File: src/design/stho_pkg.sv
// Shared constants and types of the parking space tap/hold override controller.
package stho_pkg;

	localparam int SPACE_COUNT = 8;
	localparam int SPACE_AW = (SPACE_COUNT > 1) ? $clog2(SPACE_COUNT) : 1;

	localparam int CFG_INDEX_W = 2;
	localparam int CFG_DATA_W = 16;

	localparam logic [15:0] HOLD_TIME_RESET = 16'd1500;
	localparam logic [15:0] DEBOUNCE_TIME_RESET = 16'd50;
	localparam logic [7:0] HANDICAP_MASK_RESET = 8'd1;
	localparam logic [7:0] RETIRED_MASK_RESET = 8'd16;

	typedef enum logic [CFG_INDEX_W-1:0] {
		CFG_HOLD_TIME = 2'd0,
		CFG_DEBOUNCE_TIME = 2'd1,
		CFG_HANDICAP_MASK = 2'd2,
		CFG_RETIRED_MASK = 2'd3
	} cfg_reg_t;

	typedef struct packed {
		logic [2:0] space;
		logic button_down;
		logic sensor_blocked;
		logic [31:0] now_ms;
	} sample_t;

	typedef struct packed {
		logic button_changed;
		logic occupancy_changed;
		logic relabel;
		logic led_red;
		logic led_green;
		logic led_blue;
		logic shown_occupied;
		logic unavailable;
		logic override_on;
	} result_t;

	typedef struct packed {
		logic press_seen;
		logic [31:0] press_start_ms;
		logic hold_done;
		logic maintenance;
		logic manual_on;
		logic manual_occupied;
		logic prior_occupied;
	} space_state_t;

	typedef struct packed {
		logic en;
		logic [SPACE_AW-1:0] addr;
		space_state_t data;
	} state_wr_t;

	typedef struct packed {
		logic en;
		logic [SPACE_AW-1:0] addr;
	} state_rd_t;

endpackage

File: src/design/stho_channels.sv
// Valid/ready channel interfaces for sample words and result words.
interface stho_sample_if;
	logic valid;
	logic ready;
	stho_pkg::sample_t data;
	modport source(output valid, output data, input ready);
	modport sink(input valid, input data, output ready);
endinterface

interface stho_result_if;
	logic valid;
	logic ready;
	stho_pkg::result_t data;
	modport source(output valid, output data, input ready);
	modport sink(input valid, input data, output ready);
endinterface

File: src/design/stho_state_mem.sv
// Per-space state memory with registered read, write forwarding and reset valid bits.
module stho_state_mem (
	input logic clk,
	input logic arst_n,
	input stho_pkg::state_rd_t rd,
	input stho_pkg::state_wr_t wr,
	output stho_pkg::space_state_t rd_state
);

	stho_pkg::space_state_t mem_q [stho_pkg::SPACE_COUNT];
	logic [stho_pkg::SPACE_COUNT-1:0] entry_valid_q;
	stho_pkg::space_state_t rd_data_q;
	logic rd_valid_q;
	logic fwd;

	// A write landing on the entry being read at the same edge is passed straight through.
	assign fwd = wr.en && rd.en && (wr.addr == rd.addr);

	always_ff @(posedge clk) begin
		if (wr.en) begin
			mem_q[wr.addr] <= wr.data;
		end
	end

	always_ff @(posedge clk) begin
		if (rd.en) begin
			rd_data_q <= fwd ? wr.data : mem_q[rd.addr];
		end
	end

	always_ff @(posedge clk or negedge arst_n) begin
		if (!arst_n) begin
			entry_valid_q <= '0;
			rd_valid_q <= 1'b0;
		end else begin
			if (wr.en) begin
				entry_valid_q[wr.addr] <= 1'b1;
			end
			if (rd.en) begin
				rd_valid_q <= fwd || entry_valid_q[rd.addr];
			end
		end
	end

	// An entry never written since reset reads as all zeros.
	assign rd_state = rd_valid_q ? rd_data_q : '0;

	a_forward_visible: assert property (@(posedge clk) disable iff (!arst_n)
		fwd |=> (rd_state == $past(wr.data)))
		else $error("forwarded state word not visible on the next read");

endmodule

File: src/design/space_tap_hold_override_control.sv
// Top level of the parking space tap/hold override controller.
// One sample word is taken each clock cycle, back to back, unless a stall holds it up.
// An accepted sample is registered in the update stage, and its result word in the
// output register, where it becomes valid on the result channel. A stalled
// result channel blocks new samples only once the update stage also holds a word.
// The per-space state sits in a small memory with a registered read.
// The state is read when a sample is accepted and updated in the update stage. It is
// written back as the result enters the output register, and that write is
// forwarded to a read of the same space at that edge. Entries read as cleared after
// reset, so no clearing pass is needed. Configuration writes are taken at any cycle
// through the plain write port and should be made only while no sample is in flight.
module space_tap_hold_override_control (
	input logic clk,
	input logic arst_n,
	stho_sample_if.sink sample,
	stho_result_if.source result,
	input logic cfg_we,
	input logic [stho_pkg::CFG_INDEX_W-1:0] cfg_index,
	input logic [stho_pkg::CFG_DATA_W-1:0] cfg_wdata
);

	logic [15:0] hold_time_q;
	logic [15:0] debounce_time_q;
	logic [7:0] handicap_mask_q;
	logic [7:0] retired_mask_q;

	logic s1_valid_q;
	stho_pkg::sample_t sample_s1;
	logic in_range_s1;

	logic out_valid_q;
	stho_pkg::result_t out_q;

	logic adv;
	logic acc;
	logic in_range;
	stho_pkg::state_rd_t rd;
	stho_pkg::state_wr_t wr;
	stho_pkg::space_state_t cur;
	stho_pkg::space_state_t nxt;
	stho_pkg::result_t res;

	always_ff @(posedge clk or negedge arst_n) begin
		if (!arst_n) begin
			hold_time_q <= stho_pkg::HOLD_TIME_RESET;
			debounce_time_q <= stho_pkg::DEBOUNCE_TIME_RESET;
			handicap_mask_q <= stho_pkg::HANDICAP_MASK_RESET;
			retired_mask_q <= stho_pkg::RETIRED_MASK_RESET;
		end else if (cfg_we) begin
			case (cfg_index)
				stho_pkg::CFG_HOLD_TIME: hold_time_q <= cfg_wdata;
				stho_pkg::CFG_DEBOUNCE_TIME: debounce_time_q <= cfg_wdata;
				stho_pkg::CFG_HANDICAP_MASK: handicap_mask_q <= cfg_wdata[7:0];
				stho_pkg::CFG_RETIRED_MASK: retired_mask_q <= cfg_wdata[7:0];
				default: ;
			endcase
		end
	end

	assign adv = !out_valid_q || result.ready;
	assign sample.ready = !s1_valid_q || adv;
	assign acc = sample.valid && sample.ready;
	assign in_range = 32'(sample.data.space) < 32'(stho_pkg::SPACE_COUNT);

	assign rd.en = acc && in_range;
	assign rd.addr = stho_pkg::SPACE_AW'(sample.data.space);

	stho_state_mem u_state_mem (
		.clk(clk),
		.arst_n(arst_n),
		.rd(rd),
		.wr(wr),
		.rd_state(cur)
	);

	always_ff @(posedge clk or negedge arst_n) begin
		if (!arst_n) begin
			s1_valid_q <= 1'b0;
			out_valid_q <= 1'b0;
		end else begin
			if (sample.ready) begin
				s1_valid_q <= sample.valid;
			end
			if (adv) begin
				out_valid_q <= s1_valid_q;
			end
		end
	end

	always_ff @(posedge clk) begin
		if (acc) begin
			sample_s1 <= sample.data;
			in_range_s1 <= in_range;
		end
		if (adv && s1_valid_q) begin
			out_q <= res;
		end
	end

	always_comb begin
		logic retired;
		logic unavail_pre;
		logic unavail_post;
		logic masked;
		logic pressed;
		logic [31:0] start_base;
		logic [31:0] held_ms;
		logic [31:0] limit_ms;
		logic reached;

		pressed = sample_s1.button_down;
		retired = retired_mask_q[sample_s1.space];
		unavail_pre = retired || cur.maintenance;
		masked = sample_s1.sensor_blocked && !unavail_pre;

		start_base = (pressed && !cur.press_seen) ? sample_s1.now_ms : cur.press_start_ms;
		held_ms = sample_s1.now_ms - start_base;
		limit_ms = pressed ? {16'd0, hold_time_q} : {16'd0, debounce_time_q};
		reached = held_ms >= limit_ms;

		nxt = cur;
		res = '0;

		if (pressed && !cur.press_seen) begin
			nxt.press_seen = 1'b1;
			nxt.press_start_ms = sample_s1.now_ms;
			nxt.hold_done = 1'b0;
		end
		// A hold fires once per press; it flips the availability of a space that is not retired.
		if (pressed && !nxt.hold_done && reached) begin
			nxt.hold_done = 1'b1;
			nxt.maintenance = !unavail_pre;
			nxt.manual_on = 1'b0;
			res.relabel = 1'b1;
			res.button_changed = 1'b1;
		end
		if (!pressed && cur.press_seen) begin
			nxt.press_seen = 1'b0;
			if (!cur.hold_done && reached) begin
				if (unavail_pre) begin
					nxt.maintenance = 1'b0;
					nxt.manual_on = 1'b0;
					res.relabel = 1'b1;
				end else if (!cur.manual_on) begin
					nxt.manual_on = 1'b1;
					nxt.manual_occupied = !masked;
				end else begin
					nxt.manual_on = 1'b0;
				end
				res.button_changed = 1'b1;
			end
		end

		res.occupancy_changed = masked != cur.prior_occupied;
		nxt.prior_occupied = masked;

		unavail_post = retired || nxt.maintenance;
		res.unavailable = unavail_post;
		res.override_on = nxt.manual_on;
		if (unavail_post) begin
			res.shown_occupied = 1'b0;
			res.led_red = 1'b1;
			res.led_green = 1'b1;
		end else begin
			res.shown_occupied = nxt.manual_on ? nxt.manual_occupied : masked;
			if (res.shown_occupied) begin
				res.led_red = 1'b1;
			end else if (handicap_mask_q[sample_s1.space]) begin
				res.led_blue = 1'b1;
			end else begin
				res.led_green = 1'b1;
			end
		end

		if (!in_range_s1) begin
			res = '0;
		end
	end

	assign wr.en = s1_valid_q && adv && in_range_s1;
	assign wr.addr = stho_pkg::SPACE_AW'(sample_s1.space);
	assign wr.data = nxt;

	assign result.valid = out_valid_q;
	assign result.data = out_q;

	a_no_overrun: assert property (@(posedge clk) disable iff (!arst_n)
		(s1_valid_q && !adv) |-> !acc)
		else $error("sample word accepted while the update stage is blocked");

	a_write_once: assert property (@(posedge clk) disable iff (!arst_n)
		wr.en |=> !(wr.en && $stable(sample_s1) && !$past(acc)))
		else $error("state written twice for one sample word");

	a_unavail_lamp: assert property (@(posedge clk) disable iff (!arst_n)
		(result.valid && result.data.unavailable) |->
		(result.data.led_red && result.data.led_green && !result.data.led_blue
		&& !result.data.shown_occupied))
		else $error("unavailable space shows a wrong indicator");

endmodule
File: src/flat_wrapper.sv
// flat-port wrapper written by rule: the top's interface ports become plain ports
module space_tap_hold_override_control_flat 
  (clk, arst_n, cfg_we, cfg_index, cfg_wdata, sample_valid, sample_data, sample_ready, result_valid, result_data, result_ready);
  stho_sample_if sample_i ();
  stho_result_if result_i ();
  input logic clk;
  input logic arst_n;
  input logic cfg_we;
  input logic [stho_pkg::CFG_INDEX_W-1:0] cfg_index;
  input logic [stho_pkg::CFG_DATA_W-1:0] cfg_wdata;
  input wire logic [$bits(sample_i.valid)-1:0] sample_valid;
  input wire logic [$bits(sample_i.data)-1:0] sample_data;
  output wire logic [$bits(sample_i.ready)-1:0] sample_ready;
  output wire logic [$bits(result_i.valid)-1:0] result_valid;
  output wire logic [$bits(result_i.data)-1:0] result_data;
  input wire logic [$bits(result_i.ready)-1:0] result_ready;
  assign sample_i.valid = sample_valid;
  assign sample_i.data = sample_data;
  assign sample_ready = sample_i.ready;
  assign result_valid = result_i.valid;
  assign result_data = result_i.data;
  assign result_i.ready = result_ready;
  space_tap_hold_override_control u_core (.clk(clk), .arst_n(arst_n), .sample(sample_i), .result(result_i), .cfg_we(cfg_we), .cfg_index(cfg_index), .cfg_wdata(cfg_wdata));
endmodule
File: config.mk
export PLATFORM = sky130hd
export DESIGN_NAME = space_tap_hold_override_control_flat
export DESIGN_NICKNAME = d
export VERILOG_FILES = /design/src/design/stho_pkg.sv /design/src/design/stho_channels.sv /design/src/design/stho_state_mem.sv /design/src/design/space_tap_hold_override_control.sv /design/src/flat_wrapper.sv
export SDC_FILE = /design/constraint.sdc
export NUM_CORES = 1
export LEC_CHECK = 0
export ABC_CLOCK_PERIOD_IN_PS = 16900
export BUFFER_PORTS_ARGS = -buffer_cell sky130_fd_sc_hd__buf_2
export CORE_ASPECT_RATIO = 1.2
export CORE_MARGIN = 1
export CORE_UTILIZATION = 35
export CTS_CLUSTER_DIAMETER = 60
export DETAILED_ROUTE_END_ITERATION = 8
export GPL_TIMING_DRIVEN = 1
export SETUP_SLACK_MARGIN = 0.2
export SYNTH_ARGS = -nofsm -noshare
export SYNTH_HDL_FRONTEND = slang
export SYNTH_SLANG_ARGS = --single-unit
File: constraint.sdc
create_clock -name clk -period 16.9 [get_ports clk]
set_input_delay 3.38 -clock clk [delete_from_list [all_inputs] [get_ports clk]]
set_output_delay 3.38 -clock clk [all_outputs]
set_load 0.03 [all_outputs]
==> results.toml, run 1 <==
[status]
status = "completed"

[final_layout]
final_nets = 1584
n_antenna_cell = 0
multi_input_area_um2 = 7300
area_delta_synth_final_pct = 13.3
layout_common_cells = "388 x edfxtp_1, 96 x nand2_1, 88 x a21oi_1, 78 x mux4_2, 68 x buf_2"
register_area_um2 = 13100
layout_commonest_cell = "edfxtp_1"
final_util = 0.404
drive_above_1_share = 0.233
fillCellCount = 5311

[timing]
finalCriticalPeriod_ns = 7.25
fmax_ghz = 0.138
relSlewSlack = 0.178
tightestPinTransition_ns = 1.22
hold_ws_ns = 0.466
rsz0062_at_grt = "no"
drv_slew = 0
setup_violations = 0
fin_crit_sh = 0.429
hold_viol_final = 0
skew_ns = 0.0360
fin_tns_setup_ns = 0

[synth]
ys_seq_elements = 447
netlist_area_um2 = 20900
ys.flop_type = "edfxtp_1"
ys_types = 91
ys_seq_area_frac = 0.629
synth_fp_nets = 1525
synth_cells = 1427
synth_edf_count = 388
yosysWarnings = 0
async_flop_share = 0.132
syn_avg_cell_area_um2 = 14.6

[detailed_routing]
drtPass1Iterations = 5
via_count = 12400
drc_errors = 0
wl_per_cell_um = 21.3
finalWirelength_um = 49300
viasPerCell = 5.35
drtIter0Drc = 834
postRouteAntennaNets = 0

[run]
maxCapViolCount = 0

[pwr]
ir_worst_vdd_mv = 0.0806
p_per_area_nw_per_um2 = 126
power_mw = 2.97
p_leak_nw = 8.25
combPwrFrac = 0.203
power_switching_mw = 0.843
power_frac_clock = 0.344
p_int_mw = 2.13
pwr-share-seq = 0.453
sw_frac_of_total = 0.283

[min_path]
hold_path.class = "register to register"
min_path_cells = 1

[floorplanning]
die_w_um = 225
start_util = 0.356
die_height_um = 270
rows = 97
die_area_um2 = 60600
ios = 71
core-area_um2 = 58600

[worst_setup_path]
path_max_fanout = 3
setup.worst_path.class = "primary input to primary output"
rr_worst_depth = 24
startpoint_type = "primary input"
cp-end-kind = "primary output"
crit_chain = "buf_2 -> nand3b_1 -> buf_2"
crit_path_frequent_cell = "buf_2"
cpPeakStageDelay_ns = 0.20
critical_path_arrival_ns = 3.87
required_ns = 13.52
crit_slowest_cell = "buf_2"

[cts]
numCtsBuffers = 44
cts_max_path_buffers = 3
cts.clk_slew.worst_paths_ns = 0.06
cts_tree = "done"
htree_levels = 2
root_buffer = "clkbuf_16"
cts_num_sinks = 447
clk_latency_ns = 0.58
post_cts_buffers = 0
holdBufCountCts = 0
cts_resized = 0

[place]
hpwl_um = 30800
port_buffers = 70
place.gp.congestion = 0.915

[global_route]
grt_pass1_vias = 12400
antenna_found_initial = 0
grt_usage = 0.163
gr-total-overflow = 0
grt_first_pass_wirelength_um = 75700
grt_max_degree = 74
-- routing by layer --
layer / up-vias / global-route usage / wire length [µm]
li1: 5709 / - / -
met3: 84 / 0.0191 / 1950
met4: 0 / 0.0585 / 1580
met1: 6300 / 0.210 / 20900
met5: - / 0 / 0
met2: 287 / 0.282 / 24900
-- sequential cells by signal, summed over array words and instances (netlist names) --
register and cells:
u_core.s1_valid_q 1, u_core.handicap_mask_q 8, u_core.u_state_mem.rd_valid_q 1, u_core.result.valid 1, u_core.u_state_mem.entry_valid_q 8, u_core.u_state_mem.rd_data_q 38
u_core.debounce_time_q 16, u_core.retired_mask_q 8, u_core.u_state_mem.mem_q 304, u_core.result.data 9, u_core.hold_time_q 16, u_core.sample_s1 37
-- cell type report --
| class | instances | share of cell area |
|---|---|---|
| tap | 792 | 0.0419 |
| inverter | 44 | 0.00698 |
| clock inverter | 21 | 0.0116 |
| clock buffer | 61 | 0.0542 |
| multi-input combinational | 859 | 0.308 |
| timing repair buffer | 90 | 0.0214 |
| sequential | 447 | 0.556 |
-- power groups by stage --
| stage | registers [mW] | logic [mW] | clock network [mW] |
|---|---|---|---|
| CTS | 1.35 | 0.604 | 1.05 |
| finish | 1.35 | 0.602 | 1.02 |
| global placement | 1.37 | 0.593 | 0 |
| detailed placement | 1.37 | 0.601 | 0 |
| global route | 1.35 | 0.665 | 1.09 |
| floorplan | 1.36 | 0.438 | 0 |
-- critical path, delay by kind of cell --
family | cells | cell delay (ns)
buf+inv | 2 | 0.30
simple gates | 1 | 0.18
-- cell usage after synthesis (38+ instances only) --
library cell  instances  area, µm²
a21oi_1              88        440
o21ai_0              61        305
dfrtp_1              47       1180
ha_1                 38        475
clkbuf_1             57        214
nor2_1               49        184
edfxtp_1            388      11700
mux4_2               78       1760
mux2i_1              43        430
nand2_1              96        360
inv_1                43        161
mux2_2               53        597
-- stage by stage --
step                      instances  cell area [µm²]  setup slack (ns)
after global placement         2232            22100              9.67
after floorplan                1427            20900              9.08
after CTS                      2314            23700              9.65
final                          2314            23700              9.65
after detailed placement       2232            22100              9.66
after global routing           2314            23700              9.29
-- kinds of logic after synthesis --
| kind of cell | synth area share |
|---|---|
| buffers and inverters | 0.0244 |
| multiplexers | 0.134 |
| AO/OA/AOI/OAI | 0.102 |
| AND/OR/NAND/NOR | 0.0789 |
| flip-flops | 0.629 |
| XOR/XNOR | 0.00881 |
| adder cells (fa/ha/maj) | 0.0228 |
-- path summary, 6_finish.rpt --
path | slack, ns | end | startpoint
max | 9.65 | sample_ready | result_ready
min reg2reg | 0.47 | u_core.u_state_mem.entry_valid_q[6] | u_core.u_state_mem.entry_valid_q[6]
max reg2reg | 9.81 | u_core.u_state_mem.rd_data_q[2] | u_core.u_state_mem.rd_valid_q
max in group asynchronous | 13.37 | u_core.debounce_time_q[14] | arst_n
min in group asynchronous | 2.94 | u_core.u_state_mem.entry_valid_q[1] | arst_n
min | 0.47 | u_core.u_state_mem.entry_valid_q[6] | u_core.u_state_mem.entry_valid_q[6]
Note: power is estimated with default switching activity, not from simulation.
==> run 2, diff against run 1 <==
--- a/config.mk
+++ b/config.mk
@@ -5,7 +5,7 @@
 export SDC_FILE = /design/constraint.sdc
 export NUM_CORES = 1
 export LEC_CHECK = 0
-export ABC_CLOCK_PERIOD_IN_PS = 16900
+export ABC_CLOCK_PERIOD_IN_PS = 6600
 export BUFFER_PORTS_ARGS = -buffer_cell sky130_fd_sc_hd__buf_2
 export CORE_ASPECT_RATIO = 1.2
 export CORE_MARGIN = 1
==> constraint.sdc (replaced) <==
create_clock -name clk -period 6.6 [get_ports clk]
set_input_delay 1.32 -clock clk [delete_from_list [all_inputs] [get_ports clk]]
set_output_delay 1.32 -clock clk [all_outputs]
set_load 0.03 [all_outputs]
==> results.toml, run 2 (synthesis results as in run 1) <==
[status]
status = "completed"

[cts]
numCtsBuffers = 46
htree_levels = 2
clk_latency_ns = 0.57
cts_max_path_buffers = 3
cts.clk_slew.worst_paths_ns = 0.07
root_buffer = "clkbuf_16"
cts_num_sinks = 447
cts_tree = "done"
holdBufCountCts = 0

[detailed_routing]
drtPass1Iterations = 5
viasPerCell = 5.39
via_count = 12500
drc_errors = 0
wl_per_cell_um = 21.5
finalWirelength_um = 50000
postRouteAntennaNets = 0
drtIter0Drc = 973

[final_layout]
regMostFlops = "u_core.u_state_mem.mem_q"
area_delta_synth_final_pct = 13.4
final_area_um2 = 23700
largest_reg_flops = 304
final_nets = 1594
n_antenna_cell = 0
fin_cells = 2325
layout_commonest_cell = "edfxtp_1"
reg_top3 = "u_core.u_state_mem.mem_q x304, u_core.u_state_mem.rd_data_q x38, u_core.sample_s1 x37"
drive_above_1_share = 0.237
layout_common_cells = "388 x edfxtp_1, 96 x nand2_1, 88 x a21oi_1, 78 x mux4_2, 68 x buf_2"

[worst_setup_path]
required_ns = 6.92
critical_path_arrival_ns = 6.36
cp-end-kind = "register"
path_max_fanout = 16
setup.worst_path.class = "register to register"
crit_start = "u_core.u_state_mem.rd_data_q[37]"
cpPeakStageDelay_ns = 0.54
crit_chain = "a21bo_2 -> and3_1 -> a21oi_1 -> ha_1 -> o21ai_1 -> or4_1 -> a2bb2oi_1 -> nand2_1 -> xor2_1 -> ha_1 -> a21o_1 -> a21oi_1 -> o22ai_1 -> a311oi_1 -> o2111a_1 -> o211ai_1 -> nor4b_2 -> and4b_1 -> nand4b_4 -> and2_1 -> a311o_1 -> a21o_1"
startpoint_type = "register"
cp_num_buf_inv = 0
r2r_start = "u_core.u_state_mem.rd_data_q[37]"
crit_slowest_cell = "or4_1"
critPathTopFamily = "compound AO/OA/AOI/OAI gates"

[place]
port_buffers = 70
place_area_um2 = 22200
dp_cells = 2240
hpwl_um = 32400
place.gp.congestion = 0.962

[timing]
fin_tns_setup_ns = 0
finalCriticalPeriod_ns = 6.04
relSlewSlack = 0.161
hold_viol_final = 0
fin_crit_sh = 0.915
drv_slew = 0
rsz0062_at_grt = "no"
setup_violations = 0
fmax_ghz = 0.166
skew_ns = 0.0208
tightestPinTransition_ns = 1.24

[global_route]
grt_pass1_vias = 12800
antenna_found_initial = 0
gr-total-overflow = 0
grt_first_pass_wirelength_um = 76700
grt_usage = 0.165
grt_max_degree = 74

[pwr]
p_per_area_nw_per_um2 = 320
ir_worst_vdd_mv = 0.180
p_leak_nw = 8.31

[floorplanning]
die_w_um = 225
start_util = 0.356
ios = 71
die_area_um2 = 60600
core-area_um2 = 58600
die_height_um = 270
rows = 97

[min_path]
hold_path.class = "register to register"
min_from = "u_core.u_state_mem.entry_valid_q[5]"

[run]
maxCapViolCount = 0
run 2: power by group:
| group | switching (mW) | internal [mW] | total (mW) |
|---|---|---|---|
| clock network | 1.11 | 1.42 | 2.53 |
| registers | 0.0856 | 3.36 | 3.45 |
| logic | 0.983 | 0.602 | 1.59 |
run 2: cell type report:
class	count	area (µm²)
clock buffer	56	1220
clock inverter	29	269
fill	5346	34900
inverter	44	165
multi-input combinational	859	7320
sequential	447	13100
tap	792	991
timing repair buffer	98	578
run 2: path summary, 6_finish.rpt:
check	endpoint	slack, ns	cells past startpoint
worst min-delay path	u_core.u_state_mem.entry_valid_q[5]	0.46	1
worst max register to register	u_core.result.data[4]	0.56	22
max in group asynchronous	u_core.u_state_mem.rd_valid_q	5.09	2
worst min register to register	u_core.u_state_mem.entry_valid_q[5]	0.46	1
worst max-delay path	u_core.result.data[4]	0.56	22
min in group asynchronous	u_core.s1_valid_q	0.90	2
run 2: timing repair:
item,4_1_cts,5_1_grt
setup endpoints to repair,0,30
gates resized for setup,0,4
buffers inserted,0,0
run 2: worst reg2reg max path: stages, from the launching register on:
cell	delay, ns
edfxtp_1	0.50
a21bo_2	0.38
and3_1	0.23
a21oi_1	0.23
ha_1	0.28
o21ai_1	0.15
or4_1	0.54
a2bb2oi_1	0.21
nand2_1	0.12
xor2_1	0.17
ha_1	0.27
a21o_1	0.19
a21oi_1	0.15
o22ai_1	0.09
a311oi_1	0.31
o2111a_1	0.24
o211ai_1	0.10
nor4b_2	0.29
and4b_1	0.28
nand4b_4	0.22
and2_1	0.24
a311o_1	0.41
a21o_1	0.18
run 2: through the flow:
stage          setup slack, ns  hold WS [ns]  total power, mW   util
2_1_floorplan            0.766         0.434             4.61      -
3_3_place_gp             0.410         0.445             5.04  0.378
3_5_place_dp             0.346         0.448             5.07  0.378
4_1_cts                  0.289         0.462             7.63  0.404
5_1_grt                  0.219         0.474             7.91  0.404
6_report                 0.563         0.463             7.57  0.404
run 2: per-layer routing:
layer | track usage | wire length, µm
met1 | 0.216 | 21200
met3 | 0.0189 | 2310
met4 | 0.0532 | 1430
met2 | 0.285 | 25100
met5 | 0 | 0
==> run 3, diff against run 2 <==
--- a/config.mk
+++ b/config.mk
@@ -5,7 +5,7 @@
 export SDC_FILE = /design/constraint.sdc
 export NUM_CORES = 1
 export LEC_CHECK = 0
-export ABC_CLOCK_PERIOD_IN_PS = 6600
+export ABC_CLOCK_PERIOD_IN_PS = 7490
 export BUFFER_PORTS_ARGS = -buffer_cell sky130_fd_sc_hd__buf_2
 export CORE_ASPECT_RATIO = 1.2
 export CORE_MARGIN = 1
==> constraint.sdc (replaced) <==
create_clock -name clk -period 7.49 [get_ports clk]
set_input_delay 1.498 -clock clk [delete_from_list [all_inputs] [get_ports clk]]
set_output_delay 1.498 -clock clk [all_outputs]
set_load 0.03 [all_outputs]
==> results.toml, run 3 (synthesis results as in run 1) <==
[min_path]
min_from = "u_core.u_state_mem.entry_valid_q[6]"
holdPathEnd = "u_core.u_state_mem.entry_valid_q[6]"
min_path_cells = 1
hold_path.class = "register to register"

[worst_setup_path]
ff2ff_setup_slack_ns = 1.01
setup.worst_path.class = "register to register"
critPathTopFamily = "compound AO/OA/AOI/OAI gates"
r2r_end = "u_core.result.data[3]"
crit_slowest_cell = "nor4_2"
rr_worst_depth = 23
cpPeakStageDelay_ns = 0.64
startpoint_type = "register"
cp_num_buf_inv = 2
crit_start = "u_core.u_state_mem.rd_data_q[37]"
r2r_start = "u_core.u_state_mem.rd_data_q[37]"
crit_chain = "a21bo_1 -> buf_4 -> and3_1 -> a21oi_1 -> ha_1 -> inv_1 -> nor3_1 -> a41oi_1 -> nand2_1 -> xor2_1 -> ha_1 -> a21o_1 -> a21oi_1 -> o22ai_1 -> a311oi_1 -> o2111a_1 -> o211ai_1 -> nor4b_1 -> nand4_1 -> nor4_2 -> mux2_1 -> o211ai_1 -> nor3b_2"
path_max_fanout = 11
required_ns = 7.92
cp-end-kind = "register"
critical_path_arrival_ns = 6.90

[detailed_routing]
routed.top_layer = "met4"
drc_errors = 0
wl_per_cell_um = 21.7
drtIter0Drc = 1065
via_count = 12500
wl_met1_um = 21900
finalWirelength_um = 50400
viasPerCell = 5.39
dr_wl_met2_um = 25000
drtPass1Iterations = 7
postRouteAntennaNets = 0
wl_met3_um = 2250

[floorplanning]
die_w_um = 225
ios = 71
core-area_um2 = 58600
rows = 97
die_area_um2 = 60600
die_height_um = 270
start_util = 0.356

[cts]
cts_max_path_buffers = 3
holdBufCountCts = 0
cts_resized = 0
post_cts_buffers = 0
numCtsBuffers = 45
htree_levels = 2
root_buffer = "clkbuf_16"
cts.clk_slew.worst_paths_ns = 0.06
cts_tree = "done"
clk_latency_ns = 0.58
cts_num_sinks = 447

[timing]
hold_viol_final = 0
fin_tns_setup_ns = 0
finalCriticalPeriod_ns = 6.48
setup_violations = 0
fin_crit_sh = 0.865
drv_slew = 0
skew_ns = 0.0255
rsz0062_at_grt = "no"
hold_ws_ns = 0.467
worst_slack_ns = 1.01
tightestPinTransition_ns = 1.24
fmax_ghz = 0.154
relSlewSlack = 0.163

[place]
pre_cts_ws_ns = 1.01
place_area_um2 = 22100
hpwl_um = 32400
place.gp.congestion = 0.900
port_buffers = 70

[status]
status = "completed"

[global_route]
grt_pass1_vias = 12700
grt_usage = 0.167
grt_first_pass_wirelength_um = 77600
antenna_found_initial = 0
gr-total-overflow = 0
grt_max_degree = 74

[pwr]
ir_worst_vdd_mv = 0.178
power_mw = 6.93
p_per_area_nw_per_um2 = 291
combPwrFrac = 0.198
p_leak_nw = 8.36
sw_frac_of_total = 0.274
power_switching_mw = 1.90
p_int_mw = 5.03
pwr-share-seq = 0.439
power_frac_clock = 0.363

[final_layout]
largest_reg_flops = 304
layout_commonest_cell = "edfxtp_1"
final_area_um2 = 23800
layout_common_cells = "388 x edfxtp_1, 96 x nand2_1, 88 x a21oi_1, 78 x mux4_2, 68 x buf_2"
n_antenna_cell = 0
final_nets = 1590
regMostFlops = "u_core.u_state_mem.mem_q"
drive_above_1_share = 0.235
reg_top3 = "u_core.u_state_mem.mem_q x304, u_core.u_state_mem.rd_data_q x38, u_core.sample_s1 x37"
area_delta_synth_final_pct = 14.1

[run]
maxCapViolCount = 0
[run 3: cell count changes in the layout (fill, tap and decap cells not counted), moves of 2 or more]
cell	before	now
bufinv_16	2	11
clkinv_2	7	4
buf_4	29	27
clkbuf_8	3	5
clkinv_1	9	7
inv_6	3	1
inv_8	2	0
[run 3: how the worst max path moves through the flow]
stage | endpoint | cells after the start
after floorplan | u_core.u_state_mem.entry_valid_q[0] | 4
after global placement | u_core.result.data[3] | 23
after detailed placement | u_core.result.data[3] | 23
after CTS | u_core.result.data[3] | 23
after global routing | u_core.u_state_mem.rd_data_q[2] | 22
final | u_core.result.data[3] | 23
[run 3: per-layer routing]
metal | vias to the layer above | track usage
li1 | 5710 | -
met1 | 6408 | 0.222
met2 | 315 | 0.285
met3 | 71 | 0.0204
met4 | 0 | 0.0510
met5 | - | 0
[run 3: final cells by class]
type / count / area, µm²
Multi-Input combinational cell: 859 / 7300
Timing Repair Buffer: 95 / 543
Tap cell: 792 / 991
Clock buffer: 56 / 1220
Clock inverter: 28 / 468
Sequential cell: 447 / 13100
Fill cell: 5318 / 34800
Inverter: 44 / 165
[run 3: worst register-to-register path, stage by stage (launching register included)]
cell      delay [ns]
edfxtp_1        0.50
a21bo_1         0.34
buf_4           0.22
and3_1          0.18
a21oi_1         0.23
ha_1            0.34
inv_1           0.13
nor3_1          0.07
a41oi_1         0.57
nand2_1         0.13
xor2_1          0.17
ha_1            0.31
a21o_1          0.18
a21oi_1         0.15
o22ai_1         0.10
a311oi_1        0.28
o2111a_1        0.22
o211ai_1        0.08
nor4b_1         0.51
nand4_1         0.21
nor4_2          0.64
mux2_1          0.38
o211ai_1        0.16
nor3b_2         0.23
[run 3: through the flow]
step	util	std cells
finish	0.406	2321
global route	0.406	2321
CTS	0.406	2321
detailed placement	0.378	2237
global placement	0.378	2237
floorplan	-	1427
[run 3: power groups by stage]
| stage | Sequential, mW | Combinational (mW) | Clock, mW |
|---|---|---|---|
| 6_report | 3.04 | 1.37 | 2.51 |
| 5_1_grt | 3.06 | 1.52 | 2.65 |
| 4_1_cts | 3.04 | 1.38 | 2.56 |
| 3_5_place_dp | 3.09 | 1.37 | 0 |
| 3_3_place_gp | 3.09 | 1.36 | 0 |
| 2_1_floorplan | 3.07 | 0.989 | 0 |
